## src/sv/apotr_pkg.sv

```systemverilog
package apotr_pkg;

    // Binary angle width of the heading; the heading field is fixed at this width.
    localparam int ANGLE_BITS = 16;
    // Length of the arctangent table, and so the most CORDIC iterations.
    localparam int ATAN_COUNT = 24;
    // CORDIC start value: 1/K in Q30.
    localparam logic signed [32:0] GAIN_Q30 = 33'sd652032874;

    typedef struct packed {
        logic                    mode;
        logic signed [31:0]      forward;
        logic [30:0]             turn_radius;
        logic signed [15:0]      rotation;
        logic signed [31:0]      set_x;
        logic signed [31:0]      set_y;
        logic [ANGLE_BITS-1:0]   set_heading;
    } t_in_item;

    typedef struct packed {
        logic signed [31:0]      pos_x;
        logic signed [31:0]      pos_y;
        logic [ANGLE_BITS-1:0]   heading;
        logic                    started;
        logic                    fresh;
        logic                    saturated;
    } t_out_item;

    // Request to the CORDIC unit.
    typedef struct packed {
        logic                    start;
        logic [ANGLE_BITS-1:0]   angle;
    } t_cordic_req;

    // Answer of the CORDIC unit, sine and cosine in Q30.
    typedef struct packed {
        logic                    done;
        logic signed [32:0]      sin_q30;
        logic signed [32:0]      cos_q30;
    } t_cordic_rsp;

    typedef enum logic [2:0] {
        S_IDLE,
        S_CORD0,
        S_CORD1,
        S_MULX,
        S_ADDX,
        S_MULY,
        S_ADDY,
        S_OUT
    } t_state;

    localparam logic MODE_MOTION = 1'b0;
    localparam logic MODE_SET    = 1'b1;

    // atan(2^-i) in units of 2^-32 turn.
    function automatic logic signed [31:0] atan_q30(input logic [4:0] idx);
        logic signed [31:0] v;
        case (idx)
            5'd0:    v = 32'sd536870912;
            5'd1:    v = 32'sd316933406;
            5'd2:    v = 32'sd167458907;
            5'd3:    v = 32'sd85004756;
            5'd4:    v = 32'sd42667331;
            5'd5:    v = 32'sd21354465;
            5'd6:    v = 32'sd10679838;
            5'd7:    v = 32'sd5340245;
            5'd8:    v = 32'sd2670163;
            5'd9:    v = 32'sd1335087;
            5'd10:   v = 32'sd667544;
            5'd11:   v = 32'sd333772;
            5'd12:   v = 32'sd166886;
            5'd13:   v = 32'sd83443;
            5'd14:   v = 32'sd41722;
            5'd15:   v = 32'sd20861;
            5'd16:   v = 32'sd10430;
            5'd17:   v = 32'sd5215;
            5'd18:   v = 32'sd2608;
            5'd19:   v = 32'sd1304;
            5'd20:   v = 32'sd652;
            5'd21:   v = 32'sd326;
            5'd22:   v = 32'sd163;
            5'd23:   v = 32'sd81;
            default: v = 32'sd0;
        endcase
        return v;
    endfunction

endpackage

```

## src/sv/arc_odometry_pose_tracker_core.sv

```systemverilog
// Channel | Direction | Handshake                     | Beat
// --------+-----------+-------------------------------+---------------------------
// in      | input     | i_in_valid / o_in_stall       | t_in_item  on i_in_data
// out     | output    | o_out_valid / i_out_stall     | t_out_item on o_out_data
//
// Straight motion: one CORDIC pass, two multiplies, two saturating adds; the result
// register loads in S_OUT once it is free, and the next beat is taken back in S_IDLE.
// Arc motion runs two CORDIC passes. Pose set and ignored items go straight to S_OUT.
// Reset is synchronous, active low; the pose clears, fresh comes up set.
// A new beat is taken while a result waits under i_out_stall; its own result then holds.
module arc_odometry_pose_tracker_core #(
    parameter int CORDIC_STEPS = 16
) (
    input  logic                   i_clk,
    input  logic                   i_rst_n,
    input  logic                   i_in_valid,
    output logic                   o_in_stall,
    input  apotr_pkg::t_in_item    i_in_data,
    output logic                   o_out_valid,
    input  logic                   i_out_stall,
    output apotr_pkg::t_out_item   o_out_data
);
    import apotr_pkg::*;

    // sequencer
    t_state                  r_state, n_state;

    // pose state
    logic signed [31:0]      r_px, n_px;
    logic signed [31:0]      r_py, n_py;
    logic [ANGLE_BITS-1:0]   r_head, n_head;
    logic                    r_started, n_started;
    logic                    r_fresh, n_fresh;

    // captured motion beat
    logic signed [31:0]      r_fwd, n_fwd;
    logic [30:0]             r_rad, n_rad;
    logic signed [15:0]      r_rot, n_rot;
    logic                    r_straight, n_straight;

    // trig of old and new heading, product, clip flag
    logic signed [32:0]      r_s0, n_s0, r_c0, n_c0;
    logic signed [32:0]      r_s1, n_s1, r_c1, n_c1;
    logic signed [65:0]      r_prod, n_prod;
    logic                    r_sat, n_sat;

    // result register
    logic                    r_out_valid, n_out_valid;
    t_out_item               r_out, n_out;

    t_cordic_req             cordic_req;
    t_cordic_rsp             cordic_rsp;

    logic                    in_beat;
    logic [ANGLE_BITS-1:0]   h1;
    logic signed [32:0]      mul_a, mul_b;
    logic signed [65:0]      rnd_sum;
    logic signed [35:0]      delta;
    logic signed [36:0]      delta_dir;
    logic signed [37:0]      acc;
    logic signed [31:0]      acc_clip;
    logic                    acc_of;
    logic                    neg_arc;

    apotr_cordic #(
        .STEPS (CORDIC_STEPS)
    ) u_cordic (
        .i_clk   (i_clk),
        .i_rst_n (i_rst_n),
        .i_req   (cordic_req),
        .o_rsp   (cordic_rsp)
    );

    assign o_in_stall  = (r_state != S_IDLE);
    assign in_beat     = i_in_valid && !o_in_stall;
    assign o_out_valid = r_out_valid;
    assign o_out_data  = r_out;

    // heading after the arc, wraps
    assign h1 = r_head + ANGLE_BITS'(r_rot);

    // multiplier operands: straight uses forward * trig(h0),
    // arc uses radius * difference of trig between end points
    always_comb begin
        if (r_straight) begin
            mul_a = 33'(r_fwd);
            mul_b = (r_state == S_MULX) ? r_c0 : r_s0;
        end else begin
            mul_a = $signed({2'b00, r_rad});
            mul_b = (r_state == S_MULX) ? (r_s1 - r_s0) : (r_c0 - r_c1);
        end
    end

    // round half up out of Q30, flip for a right-hand arc, add and clip
    assign neg_arc   = !r_straight && (r_rot[15] || (r_rot == 16'sd0));
    assign rnd_sum   = r_prod + (66'sd1 <<< 29);
    assign delta     = rnd_sum[65:30];
    assign delta_dir = neg_arc ? -37'(delta) : 37'(delta);
    assign acc       = ((r_state == S_ADDX) ? 38'(r_px) : 38'(r_py)) + 38'(delta_dir);
    assign acc_of    = !((acc[37:31] == 7'h00) || (acc[37:31] == 7'h7F));
    assign acc_clip  = !acc_of ? acc[31:0] :
                       (acc[37] ? 32'sh8000_0000 : 32'sh7FFF_FFFF);

    always_comb begin
        n_state     = r_state;
        n_px        = r_px;
        n_py        = r_py;
        n_head      = r_head;
        n_started   = r_started;
        n_fresh     = r_fresh;
        n_fwd       = r_fwd;
        n_rad       = r_rad;
        n_rot       = r_rot;
        n_straight  = r_straight;
        n_s0        = r_s0;
        n_c0        = r_c0;
        n_s1        = r_s1;
        n_c1        = r_c1;
        n_prod      = r_prod;
        n_sat       = r_sat;
        n_out       = r_out;
        n_out_valid = r_out_valid && i_out_stall;
        cordic_req.start = 1'b0;
        cordic_req.angle = r_head;

        case (r_state)
            S_IDLE: begin
                if (in_beat) begin
                    n_sat   = 1'b0;
                    n_state = S_OUT;
                    if (i_in_data.mode == MODE_MOTION) begin
                        // motion before the first pose set is dropped
                        if (r_started) begin
                            n_fwd      = i_in_data.forward;
                            n_rad      = i_in_data.turn_radius;
                            n_rot      = i_in_data.rotation;
                            n_straight = (i_in_data.forward != 32'sd0);
                            cordic_req.start = 1'b1;
                            cordic_req.angle = r_head;
                            n_state    = S_CORD0;
                        end
                    end else if (r_fresh) begin
                        // first pose set anchors the map at the origin
                        if (!r_started) begin
                            n_px      = '0;
                            n_py      = '0;
                            n_head    = '0;
                            n_started = 1'b1;
                        end else begin
                            n_px   = i_in_data.set_x;
                            n_py   = i_in_data.set_y;
                            n_head = i_in_data.set_heading;
                        end
                        n_fresh = 1'b0;
                    end
                end
            end
            S_CORD0: begin
                if (cordic_rsp.done) begin
                    n_s0 = cordic_rsp.sin_q30;
                    n_c0 = cordic_rsp.cos_q30;
                    if (r_straight) begin
                        n_state = S_MULX;
                    end else begin
                        cordic_req.start = 1'b1;
                        cordic_req.angle = h1;
                        n_state = S_CORD1;
                    end
                end
            end
            S_CORD1: begin
                if (cordic_rsp.done) begin
                    n_s1    = cordic_rsp.sin_q30;
                    n_c1    = cordic_rsp.cos_q30;
                    n_state = S_MULX;
                end
            end
            S_MULX: begin
                n_prod  = mul_a * mul_b;
                n_state = S_ADDX;
            end
            S_ADDX: begin
                n_px    = acc_clip;
                n_sat   = r_sat | acc_of;
                n_state = S_MULY;
            end
            S_MULY: begin
                n_prod  = mul_a * mul_b;
                n_state = S_ADDY;
            end
            S_ADDY: begin
                n_py    = acc_clip;
                n_sat   = r_sat | acc_of;
                n_fresh = 1'b1;
                if (!r_straight) begin
                    n_head = h1;
                end
                n_state = S_OUT;
            end
            S_OUT: begin
                // wait for the result register to drain
                if (!r_out_valid || !i_out_stall) begin
                    n_out.pos_x     = r_px;
                    n_out.pos_y     = r_py;
                    n_out.heading   = r_head;
                    n_out.started   = r_started;
                    n_out.fresh     = r_fresh;
                    n_out.saturated = r_sat;
                    n_out_valid     = 1'b1;
                    n_state         = S_IDLE;
                end
            end
            default: begin
                n_state = S_IDLE;
            end
        endcase
    end

    always_ff @(posedge i_clk) begin
        if (!i_rst_n) begin
            r_state     <= S_IDLE;
            r_px        <= '0;
            r_py        <= '0;
            r_head      <= '0;
            r_started   <= 1'b0;
            r_fresh     <= 1'b1;
            r_out_valid <= 1'b0;
        end else begin
            r_state     <= n_state;
            r_px        <= n_px;
            r_py        <= n_py;
            r_head      <= n_head;
            r_started   <= n_started;
            r_fresh     <= n_fresh;
            r_out_valid <= n_out_valid;
        end
    end

    always_ff @(posedge i_clk) begin
        r_fwd      <= n_fwd;
        r_rad      <= n_rad;
        r_rot      <= n_rot;
        r_straight <= n_straight;
        r_s0       <= n_s0;
        r_c0       <= n_c0;
        r_s1       <= n_s1;
        r_c1       <= n_c1;
        r_prod     <= n_prod;
        r_sat      <= n_sat;
        r_out      <= n_out;
    end

endmodule

```

## src/sv/apotr_cordic.sv

```systemverilog
module apotr_cordic #(
    parameter int STEPS = 16
) (
    input  logic                     i_clk,
    input  logic                     i_rst_n,
    input  apotr_pkg::t_cordic_req   i_req,
    output apotr_pkg::t_cordic_rsp   o_rsp
);
    import apotr_pkg::*;

    localparam int NSTEP  = (STEPS < ATAN_COUNT) ? STEPS : ATAN_COUNT;
    localparam int STEP_W = $clog2(NSTEP);

    logic                    r_busy, n_busy;
    logic                    r_done, n_done;
    logic [STEP_W-1:0]       r_step, n_step;
    logic signed [32:0]      r_x, n_x;
    logic signed [32:0]      r_y, n_y;
    logic signed [31:0]      r_z, n_z;
    logic [1:0]              r_quad, n_quad;

    logic [31:0]             a32;
    logic signed [32:0]      sh_x, sh_y;
    logic signed [31:0]      at;

    assign a32  = 32'(i_req.angle) << (32 - ANGLE_BITS);
    assign sh_x = r_y >>> r_step;
    assign sh_y = r_x >>> r_step;
    assign at   = atan_q30(5'(r_step));

    always_comb begin
        n_busy = r_busy;
        n_done = 1'b0;
        n_step = r_step;
        n_x    = r_x;
        n_y    = r_y;
        n_z    = r_z;
        n_quad = r_quad;
        if (i_req.start) begin
            n_busy = 1'b1;
            n_step = '0;
            n_x    = GAIN_Q30;
            n_y    = '0;
            n_z    = $signed({2'b00, a32[29:0]});
            n_quad = a32[31:30];
        end else if (r_busy) begin
            // one micro-rotation per cycle
            if (r_z >= 0) begin
                n_x = r_x - sh_x;
                n_y = r_y + sh_y;
                n_z = r_z - at;
            end else begin
                n_x = r_x + sh_x;
                n_y = r_y - sh_y;
                n_z = r_z + at;
            end
            if (r_step == STEP_W'(NSTEP - 1)) begin
                n_busy = 1'b0;
                n_done = 1'b1;
            end else begin
                n_step = r_step + STEP_W'(1);
            end
        end
    end

    always_ff @(posedge i_clk) begin
        if (!i_rst_n) begin
            r_busy <= 1'b0;
            r_done <= 1'b0;
        end else begin
            r_busy <= n_busy;
            r_done <= n_done;
        end
    end

    always_ff @(posedge i_clk) begin
        r_step <= n_step;
        r_x    <= n_x;
        r_y    <= n_y;
        r_z    <= n_z;
        r_quad <= n_quad;
    end

    // quadrant fold-back
    always_comb begin
        o_rsp.done = r_done;
        case (r_quad)
            2'd0: begin
                o_rsp.cos_q30 = r_x;
                o_rsp.sin_q30 = r_y;
            end
            2'd1: begin
                o_rsp.cos_q30 = -r_y;
                o_rsp.sin_q30 = r_x;
            end
            2'd2: begin
                o_rsp.cos_q30 = -r_x;
                o_rsp.sin_q30 = -r_y;
            end
            default: begin
                o_rsp.cos_q30 = r_y;
                o_rsp.sin_q30 = -r_x;
            end
        endcase
    end

endmodule

```

## config.mk

```make
export PLATFORM = sky130hd
export DESIGN_NAME = arc_odometry_pose_tracker_core
export DESIGN_NICKNAME = d
export VERILOG_FILES = /design/src/sv/apotr_pkg.sv /design/src/sv/arc_odometry_pose_tracker_core.sv /design/src/sv/apotr_cordic.sv
export SDC_FILE = /design/constraint.sdc
export NUM_CORES = 2
export LEC_CHECK = 0
export BUFFER_PORTS_ARGS = -buffer_cell sky130_fd_sc_hd__buf_4
export CAP_MARGIN = 20
export CELL_PAD_IN_SITES_DETAIL_PLACEMENT = 0
export CELL_PAD_IN_SITES_GLOBAL_PLACEMENT = 2
export CORE_MARGIN = 3
export CORE_UTILIZATION = 45
export CTS_BUF_LIST = sky130_fd_sc_hd__clkbuf_16
export DETAILED_ROUTE_END_ITERATION = 8
export PLACE_DENSITY = 0.89
export SLEW_MARGIN = 20
export SYNTH_ARGS = -nofsm -noshare
export SYNTH_HDL_FRONTEND = slang
export SYNTH_SLANG_ARGS = --single-unit
export TNS_END_PERCENT = 30
```

## constraint.sdc

```tcl
create_clock -name i_clk -period 19.4 [get_ports i_clk]
set_clock_uncertainty 0.1 [all_clocks]
set_input_delay 0.97 -clock i_clk [delete_from_list [all_inputs] [get_ports i_clk]]
set_output_delay 0.97 -clock i_clk [all_outputs]
set_load 0.02 [all_outputs]
```

==> impl_metrics.env <==
export IMPL_cts_hold_buffers_added=0
export IMPL_viasPerCell=5.65
export IMPL_synth_most_common_cell="nand2_1"
export IMPL_grt_overflow=0
export IMPL_cts_root_buf="clkbuf_16"
export IMPL_cp_slowest_cell="o31ai_1"
export IMPL_required_ps=19720
export IMPL_async_flop_share_pct=0
export IMPL_crit_arrival_ps=12350
export IMPL_cts_sinks=555
export IMPL_die_x_um=422
export IMPL_fillers=16300
export IMPL_fin_cells=10800
export IMPL_final_hold_viol_count=0
export IMPL_worst_slack_ps=7370
export IMPL_num_vias=61300
export IMPL_synthCells=8506
export IMPL_clk_latency_ps=690
export IMPL_cp_end_kind="register"
export IMPL_netlist_area_mm2=0.0779
export IMPL_start_util_pct=45.4
export IMPL_ys_top_cells_by_count="1212 x nand2_1, 1186 x inv_1, 1129 x fa_1, 558 x nor2_1, 438 x a21oi_1"
export IMPL_place_area_mm2=0.0819
export IMPL_cts_tree="built"
export IMPL_path_common_cell="fa_1"
export IMPL_yosysTopAreaCell="fa_1"
export IMPL_postCtsSetupBuffers=0
export IMPL_critPathKind="register to register"
export IMPL_ys_types=97
export IMPL_ys_seq_elements=555
export IMPL_path_max_fanout=33
export IMPL_synth_edf_count=349
export IMPL_hold_depth=0
export IMPL_nets=10200
export IMPL_grt_setup_unrepaired="no"
export IMPL_cpPeakStageDelay_ps=1020
export IMPL_syn_nets=10200
export IMPL_worst_pin_slew_ps=1250
export IMPL_antenna_left=0
export IMPL_hp_start="r_px[15]"
export IMPL_cp_startpoint="r_c0[0]"
export IMPL_startpoint_type="register"
export IMPL_rr_worst_depth=36
export IMPL_holdPathEnd="o_out_data[66]"
export IMPL_remaining_drc_errors=0
export IMPL_cts_reportedPaths_clkPinSlew_ps=60
export IMPL_cts_path_max_buffers=3
export IMPL_status="finished clean"
export IMPL_reg2reg_slack_ps=7370
export IMPL_post_place_cells=10700
export IMPL_drive_above_1_share_pct=9.08
export IMPL_worstReg2RegStart="r_c0[0]"
export IMPL_avgRoutedWirePerCell_um=22.2
export IMPL_portBuffers=248
export IMPL_synth_top_cells_by_area="fa_1 29%, edfxtp_1 13%, ha_1 7.0%"
export IMPL_grtUsageTotal_pct=27.2
export IMPL_grt_pass1_wl_um=376000
export IMPL_place_gp_congestion=0.943
export IMPL_drv_cap=0
export IMPL_synth_top_area_share_pct=29.0
export IMPL_rows=152
export IMPL_holdCritPathClass="register to register"
export IMPL_grt_max_degree=88
export IMPL_period_minus_slack_ps=12030
export IMPL_fmax_ghz=0.0831
export IMPL_antenna_found_initial=6
export IMPL_crit_family="adder cells"
export IMPL_place_hpwl_um=183000
export IMPL_setup_viol=0
export IMPL_synth_yosys_seq_area_share_pct=18.8
export IMPL_area_delta_synth_final_pct=8.33
export IMPL_dieArea_mm2=0.178
export IMPL_die_height_um=422
export IMPL_first_pass_iters=5
export IMPL_place_ws_ps=7420
export IMPL_crit_buf_inv=5
export IMPL_tns_ps=0
export IMPL_numCtsBuffers=70
export IMPL_dr_first_iter_drc_count=4563
export IMPL_cts_resized=0
export IMPL_period_share_pct=62.0
export IMPL_drv_slew=0
export IMPL_ctsHtreeMaxLevel=3
export IMPL_r2r_end="r_prod[65]"
export IMPL_coreArea_mm2=0.172
export IMPL_slew_headroom_pct=14.0
export IMPL_first_global_vias=62900
export IMPL_pin_count=249
export IMPL_wirelength_um=240000
export IMPL_ys_warn_count=0
export IMPL_final_area_mm2=0.0844
export IMPL_synth_flop_cell="edfxtp_1"
export IMPL_syn_avg_cell_area_um2=9.16
worst register-to-register path, delay by kind of cell, from the launching register on:
family | cells | cell delay, ps
simple gates | 6 | 1270
buf+inv | 5 | 650
fa+ha+maj | 11 | 4510
compound gates | 12 | 4500
xor+xnor | 2 | 360
flops | 1 | 380
cell type report:
| cell class | instances | area, µm² | share of cell area (%) |
|---|---|---|---|
| multi-input cells | 6292 | 57300 | 67.9 |
| flip-flops and latches | 555 | 14600 | 17.3 |
| inverters | 1191 | 4470 | 5.30 |
| well taps | 2310 | 2890 | 3.43 |
| repair buffers | 357 | 2680 | 3.18 |
| clock buffers | 73 | 1830 | 2.17 |
| clock inverters | 56 | 579 | 0.687 |
| diodes | 3 | 7.51 | 0.00890 |
layout by cell type (no fill, tap or decap), types with 44 or more instances in the layout:
cell type | Yosys | final
mux2_2 | 63 | 67
mux4_2 | 97 | 97
inv_1 | 1186 | 1196
xor2_1 | 178 | 178
fa_1 | 1129 | 1128
a211oi_1 | 48 | 47
or2_2 | 49 | 49
edfxtp_1 | 349 | 349
ha_1 | 437 | 437
nand2b_1 | 81 | 81
nor3_1 | 87 | 87
o21ai_0 | 283 | 282
buf_4 | 5 | 356
mux2i_1 | 142 | 120
and3_1 | 55 | 52
xnor2_1 | 291 | 291
nand3_1 | 144 | 144
a31oi_1 | 53 | 49
nor2b_1 | 49 | 48
o21a_1 | 45 | 45
nor2_1 | 558 | 554
nand4_1 | 46 | 46
a21o_1 | 140 | 140
o31ai_1 | 44 | 44
clkbuf_16 | 0 | 73
dfxtp_1 | 206 | 199
nand2_1 | 1212 | 1212
a21oi_1 | 438 | 426
and2_1 | 101 | 99
or3_1 | 54 | 54
o211ai_1 | 91 | 91
worst max path at each step:
| stage | end | cells after the start | slack (ps) |
|---|---|---|---|
| detailed placement | r_prod[64] | 36 | 7420 |
| floorplan | r_prod[65] | 38 | 9390 |
| global placement | r_prod[63] | 36 | 7610 |
| global route | r_prod[63] | 36 | 6620 |
| CTS | r_prod[64] | 36 | 7370 |
| finish | r_prod[65] | 36 | 7370 |
kinds of logic after synthesis:
| kind of cell | share of synthesized area [%] |
|---|---|
| DFF | 18.8 |
| adders and majority gates | 36.0 |
| AOI/OAI and AO/OA | 11.3 |
| xor gates and xnor gates | 5.30 |
| buffers and inverters | 8.11 |
| and+or+nand+nor | 14.6 |
| muxes | 5.88 |
routing by layer:
metal	up-vias	global-route usage (%)	wire, µm
li1	27900	-	-
met1	30900	36.3	101000
met2	1978	44.6	113000
met3	405	4.10	16100
met4	6	10.5	10700
met5	-	0	40
registers in the layout, summed over array words and instances, names as in the netlist, 2 cells and up:
signal and cells:
o_out_data 83, r_c0 33, r_c1 33, r_fwd 32, r_head 16, r_prod 37
r_px 32, r_py 32, r_rad 31, r_rot 16, r_s0 33, r_s1 33
r_state 3, u_cordic.at 30, u_cordic.r_quad 2, u_cordic.r_step 4, u_cordic.r_x 33, u_cordic.r_y 33
u_cordic.r_z 32
per-stage QoR:
step | utilization (%) | hold slack, ps
2_1_floorplan | - | 321
3_3_place_gp | 47.7 | 340
3_5_place_dp | 47.7 | 343
4_1_cts | 49.1 | 294
5_1_grt | 49.1 | 323
6_report | 49.1 | 358
Power is left out: the tool's default activity adds up to more than one toggle a clock period on the data nets, which glitch-free logic cannot reach.
